$ cat src/rtl/sfcd_pkg.sv
// shared constants and types of the sensor frame crc check and decode unit
`default_nettype none
package sfcd_pkg;

   localparam logic [15:0] CRC_INIT = 16'hFFFF;
   localparam logic [15:0] CRC_POLY = 16'hA001;

   // frame positions
   localparam logic [2:0] IDX_TEMP_HI  = 3'd2;
   localparam logic [2:0] IDX_TEMP_LO  = 3'd3;
   localparam logic [2:0] IDX_CRC_LO   = 3'd4;
   localparam logic [2:0] IDX_CRC_HI   = 3'd5;

   localparam logic [7:0]  FAIL_MAX           = 8'hFF;
   localparam logic [7:0]  RETRY_LIMIT_RESET  = 8'd11;
   localparam logic [15:0] FALLBACK_RESET     = 16'd4660;

   // csr register indexes
   localparam logic CSR_RETRY_LIMIT = 1'b0;
   localparam logic CSR_FALLBACK    = 1'b1;

   typedef struct packed {
      logic [15:0] crc;
      logic [7:0]  data;
   } crc_req_type;

endpackage
`default_nettype wire

$ cat src/rtl/sfcd_crc_byte.sv
// reflected crc-16 update over one byte, lsb first
`default_nettype none
module sfcd_crc_byte (
   input  wire sfcd_pkg::crc_req_type crc_req,
   output logic [15:0]                crc_out
);

   logic [15:0] c;

   always_comb begin
      c = crc_req.crc ^ {8'h00, crc_req.data};
      for (int i = 0; i < 8; i++) begin
         if (c[0]) begin
            c = (c >> 1) ^ sfcd_pkg::CRC_POLY;
         end else begin
            c = c >> 1;
         end
      end
      crc_out = c;
   end

endmodule
`default_nettype wire

$ cat src/rtl/sensor_frame_crc_check_decode_unit.sv
// top level of the sensor frame crc check and decode unit
// Takes a six-byte sensor reply one byte per beat on the req channel and
// checks a reflected crc-16 (init 0xFFFF, poly 0xA001) over bytes 0..3 against
// bytes 4 and 5, low byte first. Every byte is taken at once: the
// eight-bit crc update is one combinational pass between the frame state
// registers and the result register, so a byte can be accepted every clock
// as long as the result register is empty or being drained in that cycle.
// The last byte of a frame gives a result in the next cycle when the crc
// matches (decoded temperature in tenths) or when the failure count passes
// retry_limit (fallback value with gave_up set); other bytes give no result.
// Raise req_new_measurement on the first byte of a measurement to clear the
// failure count and restart framing. Csr writes are taken at once and should
// only be made while the block is idle.
`default_nettype none
module sensor_frame_crc_check_decode_unit (
   input  wire         clock,
   input  wire         reset,
   input  wire         req_valid,
   output logic        req_ready,
   input  wire  [7:0]  req_rx_byte,
   input  wire         req_new_measurement,
   output logic        rsp_valid,
   input  wire         rsp_ready,
   output logic signed [15:0] rsp_temp_tenths,
   output logic        rsp_crc_ok,
   output logic        rsp_gave_up,
   output logic [7:0]  rsp_failures,
   input  wire         csr_we,
   input  wire         csr_index,
   input  wire  [15:0] csr_wdata
);

   logic [15:0] crc_ff, crc_in;
   logic [2:0]  byte_index_ff, byte_index_in;
   logic [15:0] temp_bytes_ff, temp_bytes_in;
   logic [7:0]  crc_low_ff, crc_low_in;
   logic [7:0]  fail_count_ff, fail_count_in;
   logic [7:0]  retry_limit_ff;
   logic [15:0] fallback_ff;

   logic        rsp_valid_ff, rsp_valid_in;
   logic [15:0] rsp_temp_ff, rsp_temp_in;
   logic        rsp_crc_ok_ff, rsp_crc_ok_in;
   logic        rsp_gave_up_ff, rsp_gave_up_in;
   logic [7:0]  rsp_failures_ff, rsp_failures_in;

   sfcd_pkg::crc_req_type crc_req;
   logic [15:0] crc_next;
   logic        accept;
   logic [2:0]  idx;
   logic [15:0] crc_cur;
   logic [7:0]  fail_cur, fail_sat;
   logic [15:0] mag;
   logic        crc_match;

   assign req_ready = !rsp_valid_ff || rsp_ready;
   assign accept    = req_valid && req_ready;

   assign crc_cur  = req_new_measurement ? sfcd_pkg::CRC_INIT : crc_ff;
   assign fail_cur = req_new_measurement ? 8'd0 : fail_count_ff;
   assign fail_sat = (fail_cur == sfcd_pkg::FAIL_MAX) ? fail_cur : fail_cur + 8'd1;

   always_comb begin
      idx = req_new_measurement ? 3'd0 : byte_index_ff;
      if (idx > sfcd_pkg::IDX_CRC_HI) begin
         idx = 3'd0;
      end
   end

   assign crc_req.crc  = crc_cur;
   assign crc_req.data = req_rx_byte;

   sfcd_crc_byte u_crc (
      .crc_req (crc_req),
      .crc_out (crc_next)
   );

   // sign-magnitude to two's complement, negative zero gives zero
   assign mag       = {1'b0, temp_bytes_ff[14:0]};
   assign crc_match = ({req_rx_byte, crc_low_ff} == crc_cur);

   always_comb begin
      crc_in          = crc_ff;
      byte_index_in   = byte_index_ff;
      temp_bytes_in   = temp_bytes_ff;
      crc_low_in      = crc_low_ff;
      fail_count_in   = fail_count_ff;
      rsp_valid_in    = rsp_valid_ff && !rsp_ready;
      rsp_temp_in     = rsp_temp_ff;
      rsp_crc_ok_in   = rsp_crc_ok_ff;
      rsp_gave_up_in  = rsp_gave_up_ff;
      rsp_failures_in = rsp_failures_ff;
      if (accept) begin
         fail_count_in = fail_cur;
         if (idx < sfcd_pkg::IDX_CRC_LO) begin
            crc_in        = crc_next;
            byte_index_in = idx + 3'd1;
            if (idx == sfcd_pkg::IDX_TEMP_HI) begin
               temp_bytes_in[15:8] = req_rx_byte;
            end else if (idx == sfcd_pkg::IDX_TEMP_LO) begin
               temp_bytes_in[7:0] = req_rx_byte;
            end
         end else if (idx == sfcd_pkg::IDX_CRC_LO) begin
            crc_in        = crc_cur;
            crc_low_in    = req_rx_byte;
            byte_index_in = sfcd_pkg::IDX_CRC_HI;
         end else begin
            // last byte of the frame
            crc_in        = sfcd_pkg::CRC_INIT;
            byte_index_in = 3'd0;
            if (crc_match) begin
               rsp_valid_in    = 1'b1;
               rsp_temp_in     = temp_bytes_ff[15] ? 16'd0 - mag : mag;
               rsp_crc_ok_in   = 1'b1;
               rsp_gave_up_in  = 1'b0;
               rsp_failures_in = fail_cur;
               fail_count_in   = 8'd0;
            end else if (fail_sat > retry_limit_ff) begin
               rsp_valid_in    = 1'b1;
               rsp_temp_in     = fallback_ff;
               rsp_crc_ok_in   = 1'b0;
               rsp_gave_up_in  = 1'b1;
               rsp_failures_in = fail_sat;
               fail_count_in   = 8'd0;
            end else begin
               fail_count_in = fail_sat;
            end
         end
      end
   end

   always_ff @(posedge clock) begin
      if (reset) begin
         crc_ff         <= sfcd_pkg::CRC_INIT;
         byte_index_ff  <= 3'd0;
         temp_bytes_ff  <= 16'd0;
         crc_low_ff     <= 8'd0;
         fail_count_ff  <= 8'd0;
         rsp_valid_ff   <= 1'b0;
         retry_limit_ff <= sfcd_pkg::RETRY_LIMIT_RESET;
         fallback_ff    <= sfcd_pkg::FALLBACK_RESET;
      end else begin
         crc_ff        <= crc_in;
         byte_index_ff <= byte_index_in;
         temp_bytes_ff <= temp_bytes_in;
         crc_low_ff    <= crc_low_in;
         fail_count_ff <= fail_count_in;
         rsp_valid_ff  <= rsp_valid_in;
         if (csr_we) begin
            case (csr_index)
               sfcd_pkg::CSR_RETRY_LIMIT: retry_limit_ff <= csr_wdata[7:0];
               sfcd_pkg::CSR_FALLBACK:    fallback_ff    <= csr_wdata;
               default:                   retry_limit_ff <= retry_limit_ff;
            endcase
         end
      end
   end

   always_ff @(posedge clock) begin
      rsp_temp_ff     <= rsp_temp_in;
      rsp_crc_ok_ff   <= rsp_crc_ok_in;
      rsp_gave_up_ff  <= rsp_gave_up_in;
      rsp_failures_ff <= rsp_failures_in;
   end

   assign rsp_valid       = rsp_valid_ff;
   assign rsp_temp_tenths = rsp_temp_ff;
   assign rsp_crc_ok      = rsp_crc_ok_ff;
   assign rsp_gave_up     = rsp_gave_up_ff;
   assign rsp_failures    = rsp_failures_ff;

endmodule
`default_nettype wire

$ cat config.mk
export PLATFORM = sky130hd
export DESIGN_NAME = sensor_frame_crc_check_decode_unit
export DESIGN_NICKNAME = d
export VERILOG_FILES = /design/src/rtl/sfcd_pkg.sv /design/src/rtl/sfcd_crc_byte.sv /design/src/rtl/sensor_frame_crc_check_decode_unit.sv
export SDC_FILE = /design/constraint.sdc
export NUM_CORES = 1
export LEC_CHECK = 0
export BUFFER_PORTS_ARGS = -buffer_cell sky130_fd_sc_hd__buf_2
export CORE_MARGIN = 2
export CORE_UTILIZATION = 50
export CTS_CLUSTER_DIAMETER = 80
export DETAILED_ROUTE_END_ITERATION = 16
export PLACE_DENSITY = 0.7
export SYNTH_ARGS = -nofsm -noshare
export SYNTH_HDL_FRONTEND = slang
export SYNTH_SLANG_ARGS = --single-unit
$ cat constraint.sdc
create_clock -name clock -period 9.95 [get_ports clock]
set_input_delay 1.4925 -clock clock [delete_from_list [all_inputs] [get_ports clock]]
set_output_delay 1.4925 -clock clock [all_outputs]
set_load 0.05 [all_outputs]
; ---- Word-level counts from Yosys, hierarchy flattened
; Index checks and enable logic that the tools add are counted.
[op_classes]
n_eq_ne = 5
mux = 33
bitwise = 13
magnitude_cmp = 3
n_addsub = 3
n_reduce_logical = 12
[ops]
columns = op, n
row1 = 16-bit 2-to-1 mux, 14
row2 = 8-bit 2-to-1 mux, 8
row3 = 2-bit NOT with 3-bit output, 8
row4 = 16-bit == test, 1
row5 = "1-bit by 15-bit subtractor with 16-bit output, first input constant", 1
row6 = 16-bit by 8-bit bitwise XOR with 16-bit output, 1
row7 = 3-bit 2-to-1 mux, 4
row8 = "8-bit by 1-bit adder with 8-bit output, second input constant", 1
row9 = "8-bit == test, second input constant", 1
row10 = 8-bit > comparator, 1
row11 = 4-bit AND reduction, 2
row12 = 1-bit 2-to-1 mux, 7
row13 = "3-bit by 2-bit == test with 1-bit output, second input constant", 2
row14 = 3-bit AND reduction, 2
row15 = 1-bit NOT, 4
row16 = 2-bit AND reduction, 2
row17 = "3-bit by 1-bit adder with 3-bit output, second input constant", 1
row18 = "3-bit == test, second input constant", 1
row19 = "3-bit > comparator, second input constant", 1
row20 = "3-bit < comparator, second input constant", 1
row21 = 1-bit logical AND, 2
row22 = 1-bit zero test, 2
row23 = 2-bit nonzero test, 1
row24 = 1-bit logical OR, 1
[word_totals]
output_inout_bits = 28
regBits = 102
in_bits = 31
elab_cells = 82

; ---- Depth between registers and ports, before layout
[depth]
word_depth = 19
mapped_depth = 17
depth_no_buf = 15

; ---- Cells and area by module
; Synthesis repeated with hierarchy kept, for this count alone.
[unflattened]
cells_unflattened = 621
area_unflattened_um2 = 5520.3
[modules_own_cells]
columns = mod, cells_per_inst, n_inst, seq_area_each_um2, area_per_inst_um2
row1 = sensor_frame_crc_check_decode_unit, 592, 1, 2302.2, 5236.3
row2 = sfcd_crc_byte, 29, 1, 0.0, 284.0

; ---- Least setup slack after synthesis
; No wires, ideal clock.
[synth_timing]
path_kind = in2reg
start = in req_new_measurement
end = reg rsp_crc_ok_ff (netlist: rsp_crc_ok), enable pin
path_buffers = 2
setup_time_ns = 0.418
stages = 15
path_slack_ns = 4.399
t_arrival_ns = 5.133
required_ns = 9.532
path_cell_list = buf_2 buf_6 nor2b_1 ha_1 nand4_1 nor2_1 nand3_1 and3_1 nor2b_1 xnor2_1 ha_1 nand4_1 a21oi_1 o22ai_1 a21oi_1
[synth_between]
elab_chain_len = 6
word_cells_on_any_way = 16
cone_classes = 1 x add/sub / 3 x order compare / 3 x eq/ne / 5 x mux / 2 x bitwise / 2 x reduce/logical
[synth_lines]
columns = element, line_no
row1 = "start, declared", sensor_frame_crc_check_decode_unit.sv:21  ; input wire req_new_measurement,
row2 = 8-bit 2-to-1 mux or 3-bit 2-to-1 mux (tied branches), "sensor_frame_crc_check_decode_unit.sv:60, sensor_frame_crc_check_decode_unit.sv:64"
row3 = 8-bit by 1-bit adder with 8-bit output (tied with other cells), sensor_frame_crc_check_decode_unit.sv:61  ; assign fail_sat = (fail_cur == sfcd_pkg::FAIL_MAX) ? fail_cur : fail_cur + 8'd1;
row4 = 8-bit 2-to-1 mux or 3-bit 2-to-1 mux (tied branches), "sensor_frame_crc_check_decode_unit.sv:61, sensor_frame_crc_check_decode_unit.sv:65"
row5 = 8-bit > comparator (tied with other cells), sensor_frame_crc_check_decode_unit.sv:118  ; end else if (fail_sat > retry_limit_ff) begin
row6 = 2-bit nonzero test (no source line) or 1-bit NOT (tied branches), n/a
row7 = 4-bit AND reduction (no source line) *, n/a
row8 = "end signal, assigned", sensor_frame_crc_check_decode_unit.sv:161  ; rsp_crc_ok_ff <= rsp_crc_ok_in;
row9 = "end, declared", sensor_frame_crc_check_decode_unit.sv:43  ; logic rsp_crc_ok_ff, rsp_crc_ok_in;
; Every way passes the cells marked *; elsewhere a longest branch is shown, timed or not.
; A chain may end at the register's enable or synchronous reset.

; ---- Final worst setup path
[layout_timing]
start = in req_new_measurement
end = reg rsp_failures_ff[0] (netlist: rsp_failures[0]), enable pin
[layout_between]
elab_chain_len = 6
word_cells_on_any_way = 16
cone_classes = 1 x add/sub / 3 x order compare / 3 x eq/ne / 5 x mux / 2 x bitwise / 2 x reduce/logical
[layout_lines]
columns = element, line_no
row1 = 8-bit 2-to-1 mux or 3-bit 2-to-1 mux (tied branches), "sensor_frame_crc_check_decode_unit.sv:60, sensor_frame_crc_check_decode_unit.sv:64"
row2 = 8-bit by 1-bit adder with 8-bit output (tied with other cells), sensor_frame_crc_check_decode_unit.sv:61
row3 = 8-bit 2-to-1 mux or 3-bit 2-to-1 mux (tied branches), "sensor_frame_crc_check_decode_unit.sv:61, sensor_frame_crc_check_decode_unit.sv:65"
row4 = 8-bit > comparator (tied with other cells), sensor_frame_crc_check_decode_unit.sv:118
row5 = 2-bit nonzero test (no source line) or 1-bit NOT (tied branches), n/a
row6 = 4-bit AND reduction (no source line) *, n/a
row7 = "end signal, assigned", sensor_frame_crc_check_decode_unit.sv:163  ; rsp_failures_ff <= rsp_failures_in;
row8 = "end, declared", sensor_frame_crc_check_decode_unit.sv:45  ; logic [7:0] rsp_failures_ff, rsp_failures_in;
; Marks and branches as above.

==> reports/results.tsv <==
metric	value	unit
max_cap_viol_count	0	
power	0.815	mW
hpwlAfterDp	8.84	mm
wl_met1	5.73	mm
async_reset_ff_share	0	%
ctsHoldBuffers	0	
htreeDepth	3	
slew_headroom	38.1	%
clk_latency	390	ps
cts.sinks	102	
powerDensity	138	nW/um2
ys_types	52	
top_layer	met4	
via_count	4435	
root_buffer	clkbuf_8	
fin_crit_sh	54.2	%
intPower	0.589	mW
cp_cell_sequence	buf_2, buf_4, nor2b_1, ha_1, nand4_1, nor2_1, nand3_1, and3_1, nor2b_1, xnor2_1, ha_1, a21oi_1, o21ai_0, o22ai_1, a21oi_2, buf_4	
die_area	11800	um2
antenna_cells	0	
grt.overflow.total	0	
final_antenna_net_count	0	
grt_util_all_layers	22.4	%
syn_nets	669	
finalCriticalPeriod	5390	ps
cpPeakStageDelay	660	ps
synth_cells	625	
wl_met2	5.95	mm
synth_commonest_cells	91 x nand2_1, 76 x dfxtp_1, 69 x nor2_1	
critical_path.endpoint_type	register	
leakagePower	2.37	nW
die_x	108	um
initial_core_util	50.8	%
worst_ep_arrival_time	5470	ps
crit_path_top_delay_cell	a21oi_2	
cts_buffer_depth	2	
viasPerCell	5.55	
cp.required	10030	ps
yosysTopAreaCellShare	27.9	%
rsz0062_at_grt	false	
drt_iter0_drc	225	
critPathBufInv	3	
yosys_register_bits	102	
power_frac_seq	55.8	%
setup_viol	0	
synth-warning-count	0	
grt_max_degree	74	
finClkSkew	13.8	ps
synthTopCellsByArea	dfxtp_1 28%, edfxtp_1 14%, nand2_1 6.3%	
num_rows	38	
worstSetupPathType	primary input to register	
routabilityCongestion	0.844	
ir_drop	109	uV
path_max_fanout	42	
yosysSeqAreaShare	42.2	%
antenna_found_initial	0	
num-fill-cells	1017	
grt_pass1_wl	20.3	mm
io_buffers	58	
grt_pass1_vias	4150	
synth_largest_area_cell	dfxtp_1	
fp.dieH	108	um
timing.final.hold_violations	0	
hold_path_class	register to register	
netlist_area	5460	um2
core	10700	um2
layout-drive-gt1-share	15.0	%
fin_nets	698	
switching_share	27.7	%
syn2layout_area_growth	8.07	%
avgSynthCellArea	8.73	um2
status	completed	
drc	0	
setup-tns-final	0	ps
post_cts_resized	0	
tightest_slew	924	ps
wl_per_cell	15.7	um
wl	12.5	mm
drt-pass1-iter-count	5	
switchingPower	0.225	mW
synth.most_common_cell	nand2_1	
synth-main-ff-cell	dfxtp_1	
synth_edf_count	26	
pwr-share-clk	30.4	%
fmax	0.186	GHz
cts_tree	yes	
crit_family	simple AND/OR/NAND/NOR gates	
drv_slew	0	
clkSlewWorstSetupHoldPaths	90	ps
cts_setup_buffers	0	
cts_buffers	9	
pin_count	59	
dr_wl_met3	666	um
cp-start-kind	primary input	
p_comb_share	13.8	%
-- kinds of logic (layout without fill, tap and decap cells) --
logic type / Yosys count / after routing / share of synthesized area, %
multiplexers: 26 / 26 / 4.95
XOR/XNOR: 60 / 60 / 9.88
adder cells (fa/ha/maj): 13 / 13 / 2.98
AO/OA/AOI/OAI: 120 / 120 / 13.1
flip-flops: 102 / 102 / 42.2
AND/OR/NAND/NOR: 247 / 247 / 21.7
buffers and inverters: 57 / 91 / 5.27
-- path summary, 6_finish.rpt --
check	from	to	slack [ps]	depth (start not counted)
setup / recovery	req_new_measurement	rsp_failures[0]$_DFFE_PP_	4560	16
setup reg to reg	fail_count_ff[0]$_SDFFE_PP0P_	rsp_failures[0]$_DFFE_PP_	5680	14
hold / removal	retry_limit_ff[5]$_SDFFE_PP0P_	retry_limit_ff[5]$_SDFFE_PP0P_	460	2
hold reg to reg	retry_limit_ff[5]$_SDFFE_PP0P_	retry_limit_ff[5]$_SDFFE_PP0P_	460	2
-- area by class of cell --
class                   instances  area [um2]  share of cell area [%]
flip-flops and latches        102        2300                    39.0
clock buffers                  10         138                    2.33
well taps                     140         175                    2.97
inverters                      14        53.8                   0.912
clock inverters                 6        45.0                   0.764
repair buffers                 61         313                    5.30
multi-input cells             466        2870                    48.7
-- registers in the layout, summed over array words and instances, names as in the netlist --
register,flops
byte_index_ff,3
crc_ff,16
crc_low_ff,8
fail_count_ff,8
fallback_ff,16
retry_limit_ff,8
rsp_crc_ok,1
rsp_failures,8
rsp_gave_up,1
rsp_temp_tenths,16
rsp_valid,1
temp_bytes_ff,16
-- worst min-delay path: cells and delay by family, from the launching register on --
| family | cells | cell delay (ps) |
|---|---|---|
| compound gates | 1 | 50 |
| flops | 1 | 320 |
| simple gates | 1 | 50 |
-- power by group through the flow --
stage,registers [mW],clock network [mW],logic (mW)
floorplan,0.458,0,0.0920
global placement,0.463,0,0.109
detailed placement,0.464,0,0.112
CTS,0.454,0.257,0.113
global route,0.457,0.270,0.125
finish,0.455,0.248,0.112
-- per-layer routing --
metal / vias to the layer above / global-route usage [%]
met3: 16 / 6.45
li1: 2200 / -
met2: 103 / 36.1
met1: 2116 / 28.9
met4: 0 / 7.23
met5: - / 0
-- layout by cell type, fill, tap and decap left out, types with 12 or more instances in the layout --
cell type	n
xnor2_1	36
dfxtp_1	76
nand2b_1	19
edfxtp_1	26
nor2_1	69
ha_1	13
buf_2	58
o22ai_1	20
a21oi_1	59
nand2_1	91
mux2i_1	18
o21ai_0	12
inv_1	12
xor2_1	23
-- metrics by stage --
step / hold slack [ps] / setup slack (ps) / area, um2 / utilization, % / instances
6_report: 462 / 4560 / 5900 / 54.9 / 799
3_5_place_dp: 453 / 4220 / 5720 / 53.2 / 783
5_1_grt: 494 / 4270 / 5900 / 54.9 / 799
4_1_cts: 467 / 4630 / 5900 / 54.9 / 799
2_1_floorplan: 433 / 4400 / 5460 / - / 625
3_3_place_gp: 442 / 4330 / 5720 / 53.2 / 783
No activity file was read; power rests on OpenSTA's default activity.
